--- src/design/srdc_pkg.sv ---
`timescale 1ns / 1ps

package srdc_pkg;

  // APB address width: four 32-bit registers at byte offsets 0, 4, 8, 12
  localparam int APB_AW = 4;

  localparam int N_LINES = 6;

  localparam logic [16:0] UNITY     = 17'd32768;
  localparam logic [14:0] DECAY_MAX = 15'd32112;

  typedef enum logic [1:0] {
    REG_WET_MIX      = 2'd0,
    REG_DECAY        = 2'd1,
    REG_DAMPING      = 2'd2,
    REG_PREDELAY_LEN = 2'd3
  } reg_e;

  // delay lines held in the shared delay memory
  typedef enum logic [2:0] {
    LN_COMB_A = 3'd0,
    LN_COMB_B = 3'd1,
    LN_COMB_C = 3'd2,
    LN_COMB_D = 3'd3,
    LN_AP_A   = 3'd4,
    LN_AP_B   = 3'd5
  } line_e;

  typedef struct packed {
    logic [15:0] wet_mix;
    logic [14:0] decay_gain;
    logic [15:0] damping;
    logic [12:0] predelay_len;
    logic        pd_clear;     // one-cycle pulse on any predelay_len write
  } cfg_t;

  function automatic logic signed [23:0] sat24(input logic signed [47:0] v);
    if (v > 48'sd8388607) begin
      return 24'sh7FFFFF;
    end else if (v < -48'sd8388608) begin
      return 24'sh800000;
    end
    return 24'(v);
  endfunction

  function automatic logic signed [15:0] sat16(input logic signed [47:0] v);
    if (v > 48'sd32767) begin
      return 16'sh7FFF;
    end else if (v < -48'sd32768) begin
      return 16'sh8000;
    end
    return 16'(v);
  endfunction

endpackage

--- src/design/srdc_regs.sv ---
`timescale 1ns / 1ps

module srdc_regs (
  input  logic                        clk_i,
  input  logic                        rst_ni,
  input  logic                        psel,
  input  logic                        penable,
  input  logic                        pwrite,
  input  logic [srdc_pkg::APB_AW-1:0] paddr,
  input  logic [31:0]                 pwdata,
  output logic [31:0]                 prdata,
  output srdc_pkg::cfg_t              cfg_o
);

  logic [15:0] wet_q;
  logic [14:0] decay_q;
  logic [15:0] damp_q;
  logic [12:0] plen_q;
  logic        wr;
  srdc_pkg::reg_e idx;

  assign idx = srdc_pkg::reg_e'(paddr[srdc_pkg::APB_AW-1:2]);
  assign wr  = psel && penable && pwrite;

  always_ff @(posedge clk_i or negedge rst_ni) begin
    if (!rst_ni) begin
      wet_q   <= 16'd16384;
      decay_q <= 15'd16384;
      damp_q  <= 16'd16384;
      plen_q  <= 13'd1;
    end else if (wr) begin
      case (idx)
        srdc_pkg::REG_WET_MIX:      wet_q   <= pwdata[15:0];
        srdc_pkg::REG_DECAY:        decay_q <= pwdata[14:0];
        srdc_pkg::REG_DAMPING:      damp_q  <= pwdata[15:0];
        srdc_pkg::REG_PREDELAY_LEN: plen_q  <= pwdata[12:0];
        default: ;
      endcase
    end
  end

  always_comb begin
    case (idx)
      srdc_pkg::REG_WET_MIX:      prdata = {16'd0, wet_q};
      srdc_pkg::REG_DECAY:        prdata = {17'd0, decay_q};
      srdc_pkg::REG_DAMPING:      prdata = {16'd0, damp_q};
      srdc_pkg::REG_PREDELAY_LEN: prdata = {19'd0, plen_q};
      default:                    prdata = '0;
    endcase
  end

  assign cfg_o.wet_mix      = wet_q;
  assign cfg_o.decay_gain   = decay_q;
  assign cfg_o.damping      = damp_q;
  assign cfg_o.predelay_len = plen_q;
  assign cfg_o.pd_clear     = wr && (idx == srdc_pkg::REG_PREDELAY_LEN);

endmodule

--- config.mk ---
export PLATFORM = sky130hd
export DESIGN_NAME = srdc_regs
export DESIGN_NICKNAME = d
export VERILOG_FILES = /design/src/design/srdc_pkg.sv /design/src/design/srdc_regs.sv
export SDC_FILE = /design/constraint.sdc
export NUM_CORES = 1
export LEC_CHECK = 0
export ABC_AREA = 1
export BUFFER_PORTS_ARGS = -buffer_cell sky130_fd_sc_hd__buf_2
export CAP_MARGIN = 20
export CORE_MARGIN = 3
export CORE_UTILIZATION = 47
export CTS_CLUSTER_SIZE = 14
export DETAILED_ROUTE_END_ITERATION = 10
export PLACE_DENSITY_LB_ADDON = 0.2
export REMOVE_ABC_BUFFERS = 1
export SLEW_MARGIN = 25
export SYNTH_ARGS = -nofsm -noshare
export SYNTH_HDL_FRONTEND = slang
export SYNTH_SLANG_ARGS = --single-unit
--- constraint.sdc ---
create_clock -name clk_i -period 0.8 [get_ports clk_i]
set_input_delay 0.04 -clock clk_i [delete_from_list [all_inputs] [get_ports clk_i]]
set_output_delay 0.04 -clock clk_i [all_outputs]
set_load 0.05 [all_outputs]
Word level (Yosys, flattened, before mapping)
Cells that the tools add are included.
{"block": "totals", "elab_cells": 16, "latch_bits": 0, "register_bits": 60, "mem_count": 0, "inputBits": 41, "romBits": 0, "mem_bits_rw": 0}
{"block": "op_classes", "n_bitwise": 0, "n_div": 0, "addsub": 0, "mux": 1, "eq_ne": 3, "shift": 0, "n_reduce_logical": 8, "multipliers": 0, "magnitude_cmp": 0}
{"cell": "$pmux W32 S4", "n": 1}
{"cell": "$reduce_and A2 Y1", "n": 4}
{"cell": "$eq A2 B2 Y1 const B", "n": 2}
{"cell": "$logic_and A1 B1 Y1", "n": 3}
{"cell": "$eq A2 B1 Y1 const B", "n": 1}
{"cell": "$logic_not A2 Y1", "n": 1}

Depth between registers and ports, before layout
Gate-level depths: netlist of the first run.
{"block": "depth", "ltp_word": 3, "ltp_mapped": 7, "ltp_nobuf": 6}

Worst setup path after synthesis of the first run
Ideal clock, no wire load.
{"block": "synth_path", "path_type": "register to output", "start": "register plen_q[10]", "end": "output prdata[10]", "path_stages_with_launch": 3, "t_arrival_ns": 1.202, "t_required_ns": 0.760, "path_buffers": 0, "path_slack_ns": -0.442, "cell_sequence": "dfrtp_1 -> nand3_1 -> nand4_1"}
{"block": "synth_via", "elab_chain_cells": 1}
{"item": "start: declaration", "line_no": "srdc_regs.sv:18", "source": "logic [12:0] plen_q;"}
{"item": "start signal: assignment", "line_no": "srdc_regs.sv:36", "source": "srdc_pkg::REG_PREDELAY_LEN: plen_q <= pwdata[12:0];"}
{"item": "$pmux W32 S4", "line_no": "srdc_regs.sv:43", "source": "case (idx)"}
{"item": "end: declaration", "line_no": "srdc_regs.sv:11", "source": "output logic [31:0] prdata,"}
Every way passes these cells. The select of a mux whose other input is x is not followed.

Worst setup path after layout of the first run
{"block": "layout_path", "start": "register damp_q[7]", "end": "output prdata[7]"}
{"block": "layout_via", "elab_chain_cells": 1}
{"item": "start: declaration", "line_no": "srdc_regs.sv:17", "source": "logic [15:0] damp_q;"}
{"item": "start signal: assignment", "line_no": "srdc_regs.sv:35", "source": "srdc_pkg::REG_DAMPING: damp_q <= pwdata[15:0];"}
{"item": "$pmux W32 S4", "line_no": "srdc_regs.sv:43"}
Every way passes these cells. The select of a mux whose other input is x is not followed.

==> flow_summary.json, run 1 <==
{
  "status": "finished with violations",
  "violations": "setup timing",
  "worst_slack_ns": -0.533,
  "syn2layout_area_growth_pct": 94.8,
  "p_per_area_nw_per_um2": 2840,
  "via_count": 4254,
  "antenna_found_initial": 0,
  "yosysSeqAreaShare": 0.503,
  "antenna_cells": 0,
  "grt_overflow": 0,
  "synth-warning-count": 0,
  "period_needed_ns": 1.33,
  "finalSetupViolCount": 121,
  "holdWs_ns": 0.244,
  "final_area_um2": 5830,
  "fin_nets": 633,
  "synth.avg_cell_area_um2": 8.05,
  "drive_gt1_frac": 0.505,
  "cts_tree": "built",
  "maxSlewViolCount": 0,
  "clock-root-buffer": "clkbuf_8",
  "fin_skew_ns": 0,
  "layout_commonest_cell": "nand2_1",
  "hold_class": "in2reg",
  "fmax_mhz": 750,
  "synth_area_um2": 3000,
  "period_share": 1.67,
  "drt_pre_antenna_iters": 6,
  "pwr-share-seq": 0.262,
  "comb_power_share": 0.579,
  "startpoint": "damp_q[7]$_DFFE_PN0P_",
  "clk_latency_ns": 0.34,
  "synth_xor_area_frac": 0,
  "synthTopCellsByArea": "dfrtp_1 (47%), nand2_1 (26%), nand3_1 (6.9%), buf_4 (4.5%), dfstp_2 (3.5%)",
  "ys_seq_elements": 60,
  "cp.arrival_ns": 1.29,
  "drcViolationCount": 0,
  "start_kind": "register",
  "ant_nets": 0,
  "wl_um": 17000,
  "numCtsBuffers": 9,
  "fin_cells": 671,
  "routedWlPerCell_um": 25.3,
  "numPortBuffers": 99,
  "hold_violations": 0,
  "synthAdderAreaFrac": 0,
  "cp-end-kind": "output port",
  "htreeDepth": 3,
  "maxCapViolCount": 0,
  "r2r-start": "plen_q[4]$_DFFE_PN0P_",
  "switching_share": 0.449,
  "rrSetupSlack_ns": -0.18,
  "design.core.area_um2": 6060,
  "p_int_w": 0.00913,
  "fin_setup_tns_ns": -26.95,
  "yosysTopAreaCell": "dfrtp_1",
  "layout_common_cells": "nand2_1 (162), buf_6 (92), buf_8 (62)",
  "synth_top_family_by_area": "simple AND/OR/NAND/NOR gates",
  "start_util": 0.494,
  "grt_pass1_wl_um": 20300,
  "crit_fanout": 2,
  "dp_hpwl_um": 6520,
  "clk_pin_slew_ns": 0.08,
  "initialDrtViolationCount": 522,
  "synthMuxAreaShare": 0,
  "die_w_um": 85.8,
  "grt_max_degree": 61,
  "dpl_cell_area_um2": 4030,
  "rsz0062_at_grt": "true",
  "num_rows": 28,
  "clock_sinks": 60,
  "irDropWorstVdd_uv": 2150,
  "pwr-share-clk": 0.159,
  "via_per_inst": 6.34,
  "grt_pass1_vias": 3924,
  "die_h_um": 85.8,
  "r2r-end": "plen_q[4]$_DFFE_PN0P_",
  "required_ns": 0.76,
  "synth-simple-area-share": 0.401,
  "die_area_um2": 7370,
  "place_congestion": 0.816,
  "synth_compound_area_frac": 0,
  "syn_inst": 372,
  "r2r_cells": 4,
  "synth.top_cell.area_share": 0.468,
  "ioPinCount": 134,
  "clockBufferDepth": 2,
  "leakage_nw": 3.04,
  "synth_cell_types": 19,
  "p_switching_w": 0.00745,
  "fillers": 126,
  "path_class": "reg2out",
  "dp_cells": 607,
  "grt.total_usage": 0.366,
  "worstSetupEndpoint": "prdata[7]"
}
-- metrics by stage --
step                      total power [W]   util  setup WS [ns]
after floorplan                   0.00786      -         -0.442
after global placement            0.00992  0.664         -0.241
after detailed placement           0.0100  0.664         -0.294
after CTS                          0.0148  0.889         -0.441
after global routing               0.0169  0.963         -0.532
final                              0.0166  0.963         -0.533
-- cell families (layout without fill, tap and decap cells) --
| kind of cell | count (synthesis) | in the layout |
|---|---|---|
| buf+inv | 39 | 248 |
| flops | 60 | 60 |
| other cells | 1 | 16 |
| simple gates | 272 | 272 |
-- power by group through the flow --
stage               Combinational (W)  Sequential, W  Clock, W
CTS                           0.00823        0.00417   0.00243
finish                        0.00960        0.00434   0.00264
global route                  0.00985        0.00436   0.00271
detailed placement            0.00591        0.00409         0
global placement              0.00584        0.00407         0
floorplan                     0.00149        0.00638         0
-- synth_stat cells, drive strengths merged --
master	n
nand2	211
dfrtp	56
nand3	42
buf	31
nand4	13
inv	6
nor2	6
dfstp	4
clkbuf	2
conb	1
-- final cells by class --
type / count / area, um^2 / area share
Timing Repair Buffer: 227 / 2560 / 0.440
Sequential cell: 60 / 1510 / 0.258
Multi-Input combinational cell: 288 / 1480 / 0.253
Clock buffer: 13 / 159 / 0.0272
Tap cell: 75 / 93.8 / 0.0161
Inverter: 6 / 25.0 / 0.00429
Clock inverter: 2 / 10.0 / 0.00172
-- critical path, stage by stage (launching register included) --
cell and delay (ns):
dfrtp_1 0.48, nand3_1 0.16, nand4_1 0.12, buf_6 0.17
-- layer usage --
layer  global-route usage  share of wire  wire, um  vias to the layer above
met4                0.226          0.096      1630                        0
met1                0.426           0.30      5170                     1955
met2                0.613           0.48      8130                      514
li1                     -              -         -                     1583
met3               0.0826           0.12      2070                      202
met5                    0              0         0                        -
-- timing repair --
item,CTS,global route
hold endpoints to repair,115,0
resized for setup,268,113
cloned,0,0
buffers inserted,15,41
endpoints found under the setup margin,78,113
hold buffers,17,0
pin swaps,41,47
-- sequential cells by signal, summed over array words and instances (netlist names) --
signal and flops:
plen_q 13, wet_q 16, decay_q 15, damp_q 16
-- how the worst min path moves through the flow --
| stage | end | cells after the start | start | slack (ns) |
|---|---|---|---|---|
| 2_1_floorplan | damp_q[0]$_DFFE_PN0P_ | 0 | rst_ni | -0.26 |
| 4_1_cts | damp_q[14]$_DFFE_PN1P_ | 5 | penable | 0.18 |
| 3_5_place_dp | decay_q[12]$_DFFE_PN0P_ | 2 | rst_ni | 0.09 |
| 3_3_place_gp | decay_q[5]$_DFFE_PN0P_ | 2 | rst_ni | 0.07 |
| 6_report | damp_q[14]$_DFFE_PN1P_ | 5 | penable | 0.24 |
| 5_1_grt | damp_q[14]$_DFFE_PN1P_ | 5 | penable | 0.26 |
No activity file was read; power rests on OpenSTA's default activity.
==> run 2, diff against run 1 <==
- ABC_AREA: 1 -> default
- CORE_UTILIZATION: 47 -> 46
==> flow_summary.json, run 2 <==
{
  "stop_stage": "global routing (5_1_grt)",
  "synth-async-reset-ratio": 1.00,
  "clock_sinks": 60,
  "synth-main-ff-cell": "dfrtp_1",
  "synth.top_cell.area_share": 0.500,
  "synth-warning-count": 0,
  "worst-ep-kind": "output port",
  "numPortBuffers": 99,
  "place_congestion": 0.740,
  "htreeDepth": 3,
  "numCtsBuffers": 9,
  "syn_inst": 174,
  "synth-edff-count": 0,
  "status": "did not finish",
  "synthTopCellsByArea": "dfrtp_1 (50%), mux2_2 (23%), mux4_2 (10%), buf_4 (5.1%), dfstp_2 (3.8%)",
  "worst_endpoint": "prdata[2]",
  "yosysSeqAreaShare": 0.538,
  "yosysTopAreaCell": "dfrtp_1",
  "clockBufferDepth": 2,
  "error_line": "[ERROR DPL-0038] Utilization greater than 100%, impossible to legalize",
  "num_rows": 27,
  "dp_hpwl_um": 4890,
  "die_w_um": 84.0,
  "synth_commonest_cells": "mux2_2 (58), dfrtp_1 (56), buf_4 (19)",
  "ioPinCount": 134,
  "clock-root-buffer": "clkbuf_8",
  "start_util": 0.490,
  "synth_cell_types": 20,
  "synth_most_common_cell": "mux2_2",
  "die_h_um": 84.0,
  "synth_area_um2": 2800,
  "place_ws_ns": -0.435,
  "ys_seq_elements": 60,
  "grt_max_degree": 61,
  "synth.avg_cell_area_um2": 16.1
}
==> run 2: cell types whose count changed after synthesis, sizes merged, moves of 2 or more <==
| cell | previous run | this run |
|---|---|---|
| inv | 6 | 1 |
| buf | 31 | 25 |
| o21ai | 0 | 2 |
| clkbuf | 2 | 0 |
| nand4 | 13 | 0 |
| nand3 | 42 | 1 |
| nand2 | 211 | 2 |
| mux2i | 0 | 3 |
| nor2 | 6 | 1 |
| mux4 | 0 | 13 |
| mux2 | 0 | 60 |
==> run 2: stage by stage <==
step	instances	util	hold slack [ns]	area (um^2)
3_5_place_dp	402	0.675	0.0724	3850
4_1_cts	444	0.939	0.246	5360
3_3_place_gp	402	0.675	0.0731	3850
2_1_floorplan	164	-	-0.256	2670
==> run 2: cells by family after synthesis <==
kind of cell	Yosys count	synth area share
flops	60	0.538
buf+inv	26	0.0697
compound gates	2	0.00357
other cells	1	0.00134
simple gates	9	0.0308
mux	76	0.357
==> run 2: repair_timing <==
action                     4_1_cts
resized for setup              315
cloned                           1
setup endpoints to repair      133
hold endpoints to repair       120
hold buffers                    17
setup buffers                   16
pin swaps                        2
==> run 3, diff against run 2 <==
- CORE_UTILIZATION: 46 -> 34
- CTS_CLUSTER_SIZE: 14 -> default
- PLACE_DENSITY_LB_ADDON: 0.2 -> 0.15
==> flow_summary.json, run 3 <==
{
  "leakage_nw": 2.72,
  "synth.avg_cell_area_um2": 16.1,
  "synthTopCellsByArea": "dfrtp_1 (50%), mux2_2 (23%), mux4_2 (10%), buf_4 (5.1%), dfstp_2 (3.8%)",
  "via_count": 2271,
  "drcViolationCount": 0,
  "synth_area_um2": 2800,
  "clock-root-buffer": "clkbuf_8",
  "cp-end-kind": "output port",
  "rsz0062_at_grt": "true",
  "cts_tree": "built",
  "antenna_cells": 0,
  "reg_top3": "damp_q x16, wet_q x16, decay_q x15",
  "rrSetupSlack_ns": -0.21,
  "fin_cells": 490,
  "period_share": 1.83,
  "irDropWorstVdd_uv": 2070,
  "grt_pass1_vias": 2426,
  "clk_pin_slew_ns": 0.07,
  "grt_max_degree": 61,
  "ys_seq_elements": 60,
  "design.core.area_um2": 7850,
  "synth-main-ff-cell": "dfrtp_1",
  "dp_cells": 424,
  "layout_common_cells": "buf_6 (93), buf_8 (60), dfrtp_1 (56)",
  "synth-async-reset-ratio": 1.00,
  "yosysTopAreaCell": "dfrtp_1",
  "hold_class": "in2async",
  "synth_commonest_cells": "mux2_2 (58), dfrtp_1 (56), buf_4 (19)",
  "synth-edff-count": 0,
  "layout_commonest_cell": "buf_6",
  "fin_skew_ns": 0,
  "synth.top_cell.area_share": 0.500,
  "finalPower_w": 0.0171,
  "syn_inst": 174,
  "clockBufferDepth": 2,
  "worst_slack_ns": -0.664,
  "grt.total_usage": 0.182,
  "crit_fanout": 2,
  "htreeDepth": 3,
  "place_congestion": 0.731,
  "start_kind": "register",
  "grt_pass1_wl_um": 13400,
  "fin_setup_tns_ns": -29.65,
  "drt_pre_antenna_iters": 4,
  "dp_hpwl_um": 5090,
  "ioPinCount": 134,
  "fmax_mhz": 683,
  "synth_cell_types": 20,
  "initialDrtViolationCount": 42,
  "clock_sinks": 60,
  "fin_nets": 424,
  "finalSetupViolCount": 130,
  "clk_latency_ns": 0.33,
  "worstPathCellList": "mux4_2, buf_8",
  "numCtsBuffers": 9,
  "routedWlPerCell_um": 17.9,
  "required_ns": 0.76,
  "maxSlewViolCount": 0,
  "ant_nets": 0,
  "grt_overflow": 0,
  "r2r-start": "wet_q[10]$_DFFE_PN0P_",
  "hold_violations": 0,
  "synth_most_common_cell": "mux2_2",
  "max_stage_delay_ns": 0.51,
  "numPortBuffers": 99,
  "die_h_um": 96.8,
  "drive_gt1_frac": 0.740,
  "violations": "setup timing",
  "die_area_um2": 9360,
  "cp.arrival_ns": 1.42,
  "synth-warning-count": 0,
  "maxCapViolCount": 0,
  "syn2layout_area_growth_pct": 98.0,
  "period_needed_ns": 1.46,
  "num_rows": 32,
  "die_w_um": 96.8,
  "start_util": 0.357,
  "via_per_inst": 4.63,
  "r2r_cells": 3,
  "crit_slowest_cell": "mux4_2",
  "antenna_found_initial": 0,
  "yosysSeqAreaShare": 0.538,
  "p_per_area_nw_per_um2": 3090,
  "wl_um": 8760,
  "path_class": "reg2out",
  "r2r-end": "wet_q[10]$_DFFE_PN0P_",
  "status": "finished with violations"
}
run 3: logic make-up after synthesis:
kind of cell,after synthesis,synth area share
multiplexers,76,0.357
flip-flops,60,0.538
buffers and inverters,26,0.0697
AND/OR/NAND/NOR,9,0.0308
AO/OA/AOI/OAI,2,0.00357
other,1,0.00134
run 3: per-layer routing:
layer	vias to the layer above	routed length, um	track usage
li1	1025	-	-
met1	1157	3580	0.237
met2	83	4560	0.297
met3	6	563	0.0598
met4	0	56	0.0389
met5	-	0	0
run 3: metrics by stage:
step | cell area, um^2 | hold WS, ns | worst slack [ns] | util
global route | 5540 | 0.277 | -0.702 | 0.706
CTS | 5200 | 0.254 | -0.650 | 0.663
finish | 5540 | 0.267 | -0.664 | 0.706
global placement | 3770 | 0.0794 | -0.396 | 0.480
floorplan | 2670 | -0.256 | -1.13 | -
detailed placement | 3770 | 0.0719 | -0.418 | 0.480
run 3: timing repair:
action | CTS | global route
hold buffers | 17 | 0
buffers inserted | 12 | 30
endpoints found under the hold margin | 120 | 0
endpoints found under the setup margin | 135 | 136
gates cloned | 1 | 0
pin swaps | 2 | 2
resized for setup | 288 | 59
run 3: area by class of cell:
cell class	instances	area, um^2
fill	521	2300
sequential	60	1510
tap	102	128
inverter	1	8.76
multi-input combinational	104	1320
clock buffer	15	176
timing repair buffer	207	2400
clock inverter	1	5.00
run 3: power breakdown:
part | leakage [nW] | internal, W | switching (W)
logic | 1.89 | 0.00507 | 0.00522
registers | 0.729 | 0.00378 | 0.000537
clock network | 0.0937 | 0.00138 | 0.00113
run 3: critical path: cells and delay by family (launching register included):
kind / cells / cell delay, ns
mux: 1 / 0.51
flops: 1 / 0.40
buf+inv: 1 / 0.18
run 3: worst max-delay path by stage:
stage,start,to,cells past startpoint,slack (ns)
finish,wet_q[7]$_DFFE_PN0P_,prdata[7],2,-0.66
floorplan,decay_q[14]$_DFFE_PN1P_,prdata[14],2,-1.13
CTS,plen_q[2]$_DFFE_PN0P_,prdata[2],2,-0.65
global placement,pwrite,damp_q[5]$_DFFE_PN0P_,5,-0.40
global route,plen_q[7]$_DFFE_PN0P_,prdata[7],2,-0.70
detailed placement,pwrite,wet_q[1]$_DFFE_PN0P_,5,-0.42
==> run 4, diff against run 3 <==
- clock period: 0.8 -> 1.74 ns (I/O delays scaled with it)
==> flow_summary.json, run 4 (same netlist as run 3, synthesis figures left out) <==
{
  "grt_pass1_wl_um": 10200,
  "dp_hpwl_um": 4400,
  "htreeDepth": 3,
  "status": "completed",
  "grt_max_degree": 61,
  "leakage_nw": 1.77,
  "finalPower_w": 0.00565,
  "cp.arrival_ns": 1.42,
  "grt_pass1_vias": 1865,
  "maxCapViolCount": 0,
  "numPortBuffers": 99,
  "irDropWorstVdd_uv": 752,
  "p_per_area_nw_per_um2": 1590,
  "wl_um": 6220,
  "startpoint": "decay_q[7]$_DFFE_PN0P_",
  "rsz0062_at_grt": "false",
  "design.core.area_um2": 7850,
  "drt_pre_antenna_iters": 4,
  "crit_fanout": 3,
  "layout_common_cells": "buf_2 (99), mux2_2 (58), dfrtp_1 (56)",
  "antenna_found_initial": 0,
  "numCtsBuffers": 9,
  "period_share": 0.863,
  "hp-start": "pwdata[13]",
  "clk_latency_ns": 0.32,
  "place_ws_ns": 0.228,
  "min_path_cells": 2,
  "start_kind": "register",
  "fin_skew_ns": 0,
  "clock_sinks": 60,
  "syn2layout_area_growth_pct": 26.8,
  "r2r-start": "plen_q[3]$_DFFE_PN0P_",
  "clock-root-buffer": "clkbuf_8",
  "fin_nets": 325,
  "num_rows": 32,
  "die_area_um2": 9360,
  "path_class": "reg2out",
  "start_util": 0.357,
  "required_ns": 1.65,
  "clockBufferDepth": 2,
  "fmax_mhz": 666,
  "place_congestion": 0.673,
  "routedWlPerCell_um": 16.0,
  "hold_class": "in2reg",
  "die_w_um": 96.8,
  "grt_overflow": 0,
  "clk_pin_slew_ns": 0.06,
  "r2r_cells": 1,
  "via_per_inst": 4.67,
  "cts_resized": 0,
  "drive_gt1_frac": 0.693,
  "hold_violations": 0,
  "worst_slack_ns": 0.238,
  "rrSetupSlack_ns": 0.94,
  "drcViolationCount": 0,
  "worstSetupEndpoint": "prdata[7]",
  "finalSetupViolCount": 0,
  "grt.total_usage": 0.140,
  "reg_top3": "damp_q x16, wet_q x16, decay_q x15",
  "cp-end-kind": "output port",
  "ioPinCount": 134,
  "ant_nets": 0,
  "antenna_cells": 0,
  "period_needed_ns": 1.50,
  "cts_tree": "built",
  "via_count": 1816,
  "initialDrtViolationCount": 42,
  "die_h_um": 96.8,
  "maxSlewViolCount": 0,
  "layout_commonest_cell": "buf_2",
  "r2r-end": "plen_q[3]$_DFFE_PN0P_"
}
==> run 4: stage by stage <==
stage / area [um^2] / util / hold slack [ns] / TNS [ns] / cells
final: 3550 / 0.452 / 0.0237 / 0 / 389
after global routing: 3550 / 0.452 / 0.00690 / 0 / 389
after CTS: 3550 / 0.452 / 0.000770 / 0 / 389
after detailed placement: 3370 / 0.430 / 0.121 / 0 / 373
after global placement: 3370 / 0.430 / 0.123 / 0 / 373
after floorplan: 2670 / - / -0.209 / -0.440 / 164
==> run 4: how the worst min path moves through the flow <==
stage / to
2_1_floorplan: damp_q[0]$_DFFE_PN0P_
3_3_place_gp: decay_q[6]$_DFFE_PN0P_
3_5_place_dp: decay_q[6]$_DFFE_PN0P_
4_1_cts: plen_q[3]$_DFFE_PN0P_
5_1_grt: decay_q[13]$_DFFE_PN0P_
6_report: damp_q[13]$_DFFE_PN0P_
==> run 4: final cells by class <==
cell class / count / area [um^2]
Clock inverter: 3 / 15.0
Clock buffer: 11 / 141
Tap cell: 102 / 128
Sequential cell: 60 / 1510
Fill cell: 734 / 4300
Multi-Input combinational cell: 103 / 1150
Timing Repair Buffer: 109 / 601
Inverter: 1 / 3.75
==> run 4: worst max-delay path: stages, from the launching register on <==
cell	delay, ns
dfrtp_1	0.40
mux4_2	0.46
buf_2	0.23
==> run 4: layer usage <==
metal | routed length [um] | GRT usage | vias up
li1 | - | - | 823
met1 | 2740 | 0.176 | 900
met2 | 2860 | 0.216 | 88
met3 | 560 | 0.0707 | 5
met4 | 63 | 0.0324 | 0
met5 | 0 | 0 | -
==> run 4: timing repair <==
action | CTS | global route
hold buffers | 2 | 0
hold endpoints to repair | 58 | 0
buffers inserted | 0 | 0
==> run 4: where the power goes <==
group | internal (W) | switching, W
registers | 0.00174 | 0.000232
logic | 0.000691 | 0.00196
clock network | 0.000532 | 0.000494
total | 0.00296 | 0.00268
